===== config.mk =====
export PLATFORM = sky130hd
export DESIGN_NAME = seconds_to_calendar_unit
export DESIGN_NICKNAME = d
export VERILOG_FILES = /design/src/hw/rtl/s2cal_pkg.sv /design/src/hw/rtl/seconds_to_calendar_unit.sv
export SDC_FILE = /design/constraint.sdc
export NUM_CORES = 2
export LEC_CHECK = 0
export BUFFER_PORTS_ARGS = -buffer_cell sky130_fd_sc_hd__buf_2
export CAP_MARGIN = 20
export CORE_UTILIZATION = 60
export CTS_CLUSTER_DIAMETER = 150
export DETAILED_ROUTE_END_ITERATION = 7
export PLACE_DENSITY = 0.77
export SLEW_MARGIN = 20
export SYNTH_ARGS = -nofsm -noshare
export SYNTH_HDL_FRONTEND = slang
export SYNTH_SLANG_ARGS = --single-unit

===== constraint.sdc =====
create_clock -name i_clk -period 42.7 [get_ports i_clk]
set_clock_uncertainty 0.1 [all_clocks]
set_input_delay 8.54 -clock i_clk [delete_from_list [all_inputs] [get_ports i_clk]]
set_output_delay 8.54 -clock i_clk [all_outputs]
set_load 0.01 [all_outputs]

===== src/hw/rtl/s2cal_pkg.sv =====
// constants and the month-start table for the seconds-to-calendar pipeline
// no dependencies
`timescale 1ns / 1ps
`default_nettype none

package s2cal_pkg;

    localparam int unsigned EPOCH_W = 32;
    localparam int unsigned NUM_STAGES = 10;

    // floor(2^34 / 675), seconds are pre-shifted by 7 since 86400 = 128 * 675
    localparam logic [24:0] DAY_RECIP = 25'd25451658;
    localparam logic [9:0]  DAY_DIV   = 10'd675;

    // ceil(2^20 / 225), sod pre-shifted by 4 since 3600 = 16 * 225
    localparam logic [12:0] HOUR_RECIP = 13'd4661;
    localparam logic [16:0] SECS_PER_HOUR = 17'd3600;

    // ceil(2^14 / 15), remainder pre-shifted by 2 since 60 = 4 * 15
    localparam logic [10:0] MIN_RECIP = 11'd1093;
    localparam logic [11:0] SECS_PER_MIN = 12'd60;

    // days from 2000-01-01 to the start of era five (2000-03-01)
    localparam logic [15:0] ERA5_START = 16'd60;
    // day of era four at 2000-01-01
    localparam logic [17:0] ERA4_OFFSET = 18'd146037;

    // ceil(2^24 / 365), used on doe / 4 for doe / 1460
    localparam logic [15:0] Q1460_RECIP = 16'd45965;
    // ceil(2^26 / 365), for year of era
    localparam logic [17:0] YEAR_RECIP = 18'd183860;
    localparam logic [8:0]  DAYS_PER_YEAR = 9'd365;

    localparam logic [17:0] CENT_DAYS_1 = 18'd36524;
    localparam logic [17:0] CENT_DAYS_2 = 18'd73048;
    localparam logic [17:0] CENT_DAYS_3 = 18'd109572;
    localparam logic [17:0] ERA_LAST_DAY = 18'd146096;

    // ceil(2^18 / 153), for the march-based month
    localparam logic [10:0] MONTH_RECIP = 11'd1714;

    localparam logic [11:0] YEAR_ERA4 = 12'd1600;
    localparam logic [11:0] YEAR_ERA5 = 12'd2000;

    // (153 * mp + 2) / 5: first day of each march-based month
    function automatic logic [8:0] month_start(input logic [3:0] mp);
        logic [8:0] res;
        unique case (mp)
            4'd0:    res = 9'd0;
            4'd1:    res = 9'd31;
            4'd2:    res = 9'd61;
            4'd3:    res = 9'd92;
            4'd4:    res = 9'd122;
            4'd5:    res = 9'd153;
            4'd6:    res = 9'd184;
            4'd7:    res = 9'd214;
            4'd8:    res = 9'd245;
            4'd9:    res = 9'd275;
            4'd10:   res = 9'd306;
            4'd11:   res = 9'd337;
            default: res = 9'd0;
        endcase
        return res;
    endfunction

endpackage

`default_nettype wire


===== src/hw/rtl/seconds_to_calendar_unit.sv =====
// seconds-since-2000 to time of day and gregorian date, ten-stage pipeline
// depends on s2cal_pkg
`timescale 1ns / 1ps
`default_nettype none

// Converts a 32-bit count of seconds since 2000-01-01 00:00:00 into hours,
// minutes, seconds, day, month and year. One word is taken every cycle unless
// stalled; a word passes stage 1 to the output register, and the stage count
// follows from the chain of constant-reciprocal multiplies (day split, era
// year, month), each followed by a register. When the output word is stalled
// the whole pipeline holds, so the input stall rises in that same cycle.
// No state is kept between words and every 32-bit input is valid.
module seconds_to_calendar_unit (
    input  wire logic                            i_clk,
    input  wire logic                            i_rst_n,
    input  wire logic                            i_valid,
    output logic                                 o_stall,
    input  wire logic [s2cal_pkg::EPOCH_W-1:0]   i_epoch_seconds,
    output logic                                 o_valid,
    input  wire logic                            i_stall,
    output logic [4:0]                           o_hours,
    output logic [5:0]                           o_minutes,
    output logic [5:0]                           o_seconds,
    output logic [4:0]                           o_day,
    output logic [3:0]                           o_month,
    output logic [11:0]                          o_year
);
    import s2cal_pkg::*;

    logic                  w_en;
    logic [NUM_STAGES-1:0] r_vld;

    // stage 1
    logic [49:0] r_s1_prod;
    logic [24:0] r_s1_a;
    logic [6:0]  r_s1_lo;
    // stage 2
    logic [15:0] r_s2_q;
    logic [10:0] r_s2_rem;
    logic [6:0]  r_s2_lo;
    logic [15:0] w_s2_q;
    logic [25:0] w_s2_rem;
    // stage 3
    logic [15:0] r_s3_days;
    logic [16:0] r_s3_sod;
    logic        w_s3_ge;
    logic [10:0] w_s3_r;
    // stage 4
    logic [17:0] r_s4_doe;
    logic        r_s4_era5;
    logic [16:0] r_s4_sod;
    logic [25:0] r_s4_ph;
    logic        w_s4_era5;
    // stage 5
    logic [31:0] r_s5_p1460;
    logic [17:0] r_s5_doe;
    logic        r_s5_era5;
    logic [4:0]  r_s5_hours;
    logic [11:0] r_s5_remh;
    logic [4:0]  w_s5_hours;
    logic [16:0] w_s5_remh;
    // stage 6
    logic [17:0] r_s6_t;
    logic [17:0] r_s6_doe;
    logic        r_s6_era5;
    logic [19:0] r_s6_pm;
    logic [4:0]  r_s6_hours;
    logic [11:0] r_s6_remh;
    logic [6:0]  w_s6_q1460;
    logic [2:0]  w_s6_qcent;
    logic        w_s6_last;
    // stage 7
    logic [34:0] r_s7_py;
    logic [17:0] r_s7_doe;
    logic        r_s7_era5;
    logic [4:0]  r_s7_hours;
    logic [5:0]  r_s7_min;
    logic [5:0]  r_s7_sec;
    logic [5:0]  w_s7_min;
    logic [11:0] w_s7_sec;
    // stage 8
    logic [8:0]  r_s8_doy;
    logic [8:0]  r_s8_yoe;
    logic        r_s8_era5;
    logic [4:0]  r_s8_hours;
    logic [5:0]  r_s8_min;
    logic [5:0]  r_s8_sec;
    logic [8:0]  w_s8_yoe;
    logic [1:0]  w_s8_y100;
    logic [17:0] w_s8_ydays;
    logic [17:0] w_s8_doy;
    // stage 9
    logic [21:0] r_s9_pmp;
    logic [8:0]  r_s9_doy;
    logic [8:0]  r_s9_yoe;
    logic        r_s9_era5;
    logic [4:0]  r_s9_hours;
    logic [5:0]  r_s9_min;
    logic [5:0]  r_s9_sec;
    logic [10:0] w_s9_v;
    // stage 10 (output register)
    logic [3:0]  w_s10_mp;
    logic [8:0]  w_s10_day;
    logic [3:0]  w_s10_month;
    logic [11:0] w_s10_year;
    logic [4:0]  r_out_hours;
    logic [5:0]  r_out_min;
    logic [5:0]  r_out_sec;
    logic [4:0]  r_out_day;
    logic [3:0]  r_out_month;
    logic [11:0] r_out_year;

    // whole pipeline advances unless the output word is held
    assign w_en    = !(r_vld[NUM_STAGES-1] && i_stall);
    assign o_stall = !w_en;

    always_ff @(posedge i_clk) begin
        if (!i_rst_n) begin
            r_vld <= '0;
        end else if (w_en) begin
            r_vld <= {r_vld[NUM_STAGES-2:0], i_valid};
        end
    end

    // days = epoch / 86400 split as (epoch >> 7) / 675
    assign w_s2_q   = r_s1_prod[49:34];
    assign w_s2_rem = 26'(r_s1_a) - 26'(w_s2_q) * 26'(DAY_DIV);

    // estimate may be one low
    assign w_s3_ge = r_s2_rem >= 11'(DAY_DIV);
    assign w_s3_r  = w_s3_ge ? (r_s2_rem - 11'(DAY_DIV)) : r_s2_rem;

    assign w_s4_era5 = r_s3_days >= ERA5_START;

    assign w_s5_hours = r_s4_ph[24:20];
    assign w_s5_remh  = r_s4_sod - 17'(w_s5_hours) * SECS_PER_HOUR;

    assign w_s6_q1460 = r_s5_p1460[30:24];
    assign w_s6_qcent = 3'(r_s5_doe >= CENT_DAYS_1) + 3'(r_s5_doe >= CENT_DAYS_2)
                      + 3'(r_s5_doe >= CENT_DAYS_3) + 3'(r_s5_doe >= ERA_LAST_DAY);
    assign w_s6_last  = r_s5_doe == ERA_LAST_DAY;

    assign w_s7_min = r_s6_pm[19:14];
    assign w_s7_sec = r_s6_remh - 12'(w_s7_min) * SECS_PER_MIN;

    assign w_s8_yoe   = r_s7_py[34:26];
    assign w_s8_y100  = 2'(w_s8_yoe >= 9'd100) + 2'(w_s8_yoe >= 9'd200)
                      + 2'(w_s8_yoe >= 9'd300);
    assign w_s8_ydays = 18'(w_s8_yoe) * 18'(DAYS_PER_YEAR) + 18'(w_s8_yoe[8:2])
                      - 18'(w_s8_y100);
    assign w_s8_doy   = r_s7_doe - w_s8_ydays;

    // 5 * doy + 2
    assign w_s9_v = {r_s8_doy, 2'b00} + 11'(r_s8_doy) + 11'd2;

    assign w_s10_mp    = r_s9_pmp[21:18];
    assign w_s10_day   = r_s9_doy - month_start(w_s10_mp) + 9'd1;
    assign w_s10_month = (w_s10_mp < 4'd10) ? (w_s10_mp + 4'd3) : (w_s10_mp - 4'd9);
    assign w_s10_year  = (r_s9_era5 ? YEAR_ERA5 : YEAR_ERA4) + 12'(r_s9_yoe)
                       + 12'(w_s10_mp >= 4'd10);

    always_ff @(posedge i_clk) begin
        if (w_en) begin
            r_s1_prod <= 50'(i_epoch_seconds[31:7]) * 50'(DAY_RECIP);
            r_s1_a    <= i_epoch_seconds[31:7];
            r_s1_lo   <= i_epoch_seconds[6:0];

            r_s2_q   <= w_s2_q;
            r_s2_rem <= w_s2_rem[10:0];
            r_s2_lo  <= r_s1_lo;

            r_s3_days <= r_s2_q + 16'(w_s3_ge);
            r_s3_sod  <= {w_s3_r[9:0], r_s2_lo};

            r_s4_doe  <= w_s4_era5 ? (18'(r_s3_days) - 18'(ERA5_START))
                                   : (18'(r_s3_days) + ERA4_OFFSET);
            r_s4_era5 <= w_s4_era5;
            r_s4_sod  <= r_s3_sod;
            r_s4_ph   <= 26'(r_s3_sod[16:4]) * 26'(HOUR_RECIP);

            r_s5_p1460 <= 32'(r_s4_doe[17:2]) * 32'(Q1460_RECIP);
            r_s5_doe   <= r_s4_doe;
            r_s5_era5  <= r_s4_era5;
            r_s5_hours <= w_s5_hours;
            r_s5_remh  <= w_s5_remh[11:0];

            r_s6_t     <= r_s5_doe - 18'(w_s6_q1460) + 18'(w_s6_qcent) - 18'(w_s6_last);
            r_s6_doe   <= r_s5_doe;
            r_s6_era5  <= r_s5_era5;
            r_s6_pm    <= 20'(r_s5_remh[11:2]) * 20'(MIN_RECIP);
            r_s6_hours <= r_s5_hours;
            r_s6_remh  <= r_s5_remh;

            r_s7_py    <= 35'(r_s6_t) * 35'(YEAR_RECIP);
            r_s7_doe   <= r_s6_doe;
            r_s7_era5  <= r_s6_era5;
            r_s7_hours <= r_s6_hours;
            r_s7_min   <= w_s7_min;
            r_s7_sec   <= w_s7_sec[5:0];

            r_s8_doy   <= w_s8_doy[8:0];
            r_s8_yoe   <= w_s8_yoe;
            r_s8_era5  <= r_s7_era5;
            r_s8_hours <= r_s7_hours;
            r_s8_min   <= r_s7_min;
            r_s8_sec   <= r_s7_sec;

            r_s9_pmp   <= 22'(w_s9_v) * 22'(MONTH_RECIP);
            r_s9_doy   <= r_s8_doy;
            r_s9_yoe   <= r_s8_yoe;
            r_s9_era5  <= r_s8_era5;
            r_s9_hours <= r_s8_hours;
            r_s9_min   <= r_s8_min;
            r_s9_sec   <= r_s8_sec;

            r_out_hours <= r_s9_hours;
            r_out_min   <= r_s9_min;
            r_out_sec   <= r_s9_sec;
            r_out_day   <= w_s10_day[4:0];
            r_out_month <= w_s10_month;
            r_out_year  <= w_s10_year;
        end
    end

    assign o_valid   = r_vld[NUM_STAGES-1];
    assign o_hours   = r_out_hours;
    assign o_minutes = r_out_min;
    assign o_seconds = r_out_sec;
    assign o_day     = r_out_day;
    assign o_month   = r_out_month;
    assign o_year    = r_out_year;

endmodule

`default_nettype wire


==> run metrics <==
GR Util All Layers=0.219; routed vias=24,748; complex-gate fraction of the synthesized area=0.0543; Reg2Reg Depth=28; CTS clk-pin slew, worst paths=0.06 ns; Post-CTS Setup Inserts=0; input/output buffers=75; Max Freq=54.1 MHz; Fill cells=5,297; status=finished clean; Max Cap Viol=0; first-pass GRT wire length=125,000 um; post-synthesis sequential area ratio=0.273; Post-Synthesis Cells=3,632; number of synthesized flops with an enable pin=371; final net count=5,210; WHS Endpoint=r_s6_hours[3]; setup tns final=0 ns; reg2reg start=r_s8_doy[0]; CTS H-tree depth=2; fin crit share=0.433; largest area contributor in the netlist=ha_1; Initial Util=0.609; antenna violations before repair=0; final hold violations=0; Final Setup Violations=0; Critical Path Fanout Max=63; mux contribution to synthesized area=0.00224; core area=0.0689 mm2; # clock sinks=approximately 390; share of flip-flops with an asynchronous set or reset=0; Cell variety after synth=67; DRC Markers=0; Layout area overhead=7.22%; post-CTS resize count=0; ys flop type=edfxtp_1; largest net degree at the start of global routing=160; syn_nets=5,089; hold buffers post-CTS=0; drt wl/cell=~15 um; Avg Cell Area, Syn=~12 um2; most common cell after layout, fill and taps aside=ha_1; Crit Path Class=in -> out; Slew @ Worst Pin=1.03 ns; reg-to-reg slack, setup=~35 ns; Clock Root Buffer=clkbuf_16; CP Data Arrival Time=9.83 ns; DP Wirelength=about 58,000 um; top-area cell type share of the netlist area=0.285; endpoint type of the worst setup path=output pin; Post-Route WL=72,800 um; total gr overflow=0; vias per cell=roughly 5.2; Worst Hold Class=reg -> reg; Clock Tree Buf Depth=3; CP required=34.06 ns; vias in the first global route=26,167; drt first pass iters=5; CP Launch Type=input port; hold path start=r_s5_hours[3]; post-route ant nets=0; Die Height=266 um; layout cell share with drive strength beyond 1=0.0439; number of synthesis warnings=0; RSZ-0062 raised after global routing=no; slew margin rel.=0.313; most frequent cells in the layout=ha_1 (955), inv_1 (911), fa_1 (466), edfxtp_1 (371), xnor2_1 (133); n_diodes=0; Die X-Extent=266 um; gp weighted congestion=about 0.87; Final Critical Period=18.47 ns; largest cells by area after synthesis=ha_1 (28%), edfxtp_1 (27%), fa_1 (22%); Seq cells post-synth=386; Post-Syn Area=between 0.04 and 0.05 mm2; io pins=76; CTS tree=yes; Num CTS Buffers=42; 1st-iter DRT viols=between 1,000 and 1,500; Adder-Cell Fraction of Synth Area=0.507; Max Transition Viols Final=0; # rows=96; worst skew pair latency=0.58 ns; Synth Area in Simple Gates=0.0416; hold path cells=0; largest family of logic cells by synthesized area=adder cells; xor/xnor share of the synthesized area=0.0399; Die ar.=0.0710 mm2
-- flip-flops by register name (all words and copies together), names as in the netlist, 8 cells and up, named ones only --
register and count:
o_year 12, r_s1_a 11, r_s1_prod 16, r_s2_q 16
r_s2_rem 11, r_s3_days 16, r_s3_sod 17, r_s4_doe 18
r_s4_sod 12, r_s5_doe 16, r_s5_p1460 9, r_s5_remh 12
r_s6_doe 9, r_s6_pm 8, r_s6_t 18, r_s7_doe 9
r_s7_py 9, r_s8_doy 9, r_s8_yoe 9, r_s9_yoe 9
r_vld 10
-- final cells by class --
type / count / area, um2 / share of cell area
sequential: 386 / 11400 / 0.254
timing repair buffer: 81 / 433 / 0.00962
inverter: 912 / 3430 / 0.0762
clock buffer: 50 / 1100 / 0.0245
tap: 931 / 1160 / 0.0259
multi-input combinational: 2330 / 27100 / 0.602
clock inverter: 26 / 344 / 0.00765
-- per-layer routing --
layer | track usage | vias to the layer above | routed length [um]
li1 | - | 12211 | -
met3 | 0.0230 | 121 | 2050
met5 | 0 | - | 0
met4 | 0.0587 | 0 | 1920
met2 | 0.394 | 325 | 36800
met1 | 0.279 | 12091 | 32000
-- Yosys cell counts (all sizes together) (4+ instances only) --
master,n
a211oi,13
a21boi,13
a21o,38
a21oi,118
a31oi,15
and2,12
and3,16
dfxtp,15
edfxtp,371
fa,466
ha,955
inv,912
mux2i,6
nand2,96
nand2b,13
nand3,34
nand3b,4
nand4,22
nor2,81
nor2b,18
nor3,25
nor4,5
o2111ai,7
o211ai,5
o21a,18
o21ai,63
o21bai,16
o221ai,5
o22ai,6
o31ai,8
or2,5
or3,8
or4,5
xnor2,133
xor2,58
-- how the worst max path moves through the flow --
| stage | startpoint | to | slack (ns) | depth (start not counted) |
|---|---|---|---|---|
| final | i_stall | o_stall | 24.23 | 4 |
| after global routing | i_stall | o_stall | 24.04 | 4 |
| after CTS | i_stall | o_stall | 24.19 | 4 |
| after detailed placement | i_stall | o_stall | 24.20 | 4 |
| after global placement | i_stall | o_stall | 24.20 | 4 |
| after floorplan | i_stall | flip-flop | 21.49 | 6 |
-- critical path, stage by stage --
cell and delay [ns]:
buf_2 0.11, nand2_4 0.54, inv_1 0.38, buf_2 0.25
-- stage by stage --
stage	hold slack, ns	instances	util	area (um2)	setup WS (ns)
2_1_floorplan	0.300	3632	-	42000	21.49
3_3_place_gp	0.301	4640	0.631	43500	24.20
3_5_place_dp	0.305	4640	0.631	43500	24.20
4_1_cts	0.310	4716	0.652	45000	24.19
5_1_grt	0.310	4716	0.652	45000	24.04
6_report	0.311	4716	0.652	45000	24.23
-- logic make-up after synthesis --
| logic type | Yosys count |
|---|---|
| buf+inv | 916 |
| xor+xnor | 191 |
| compound gates | 355 |
| mux | 9 |
| flops | 386 |
| fa+ha+maj | 1421 |
| simple gates | 354 |
Power is left out: the tool's default activity adds up to more than one toggle a clock period on the data nets, which glitch-free logic cannot reach.
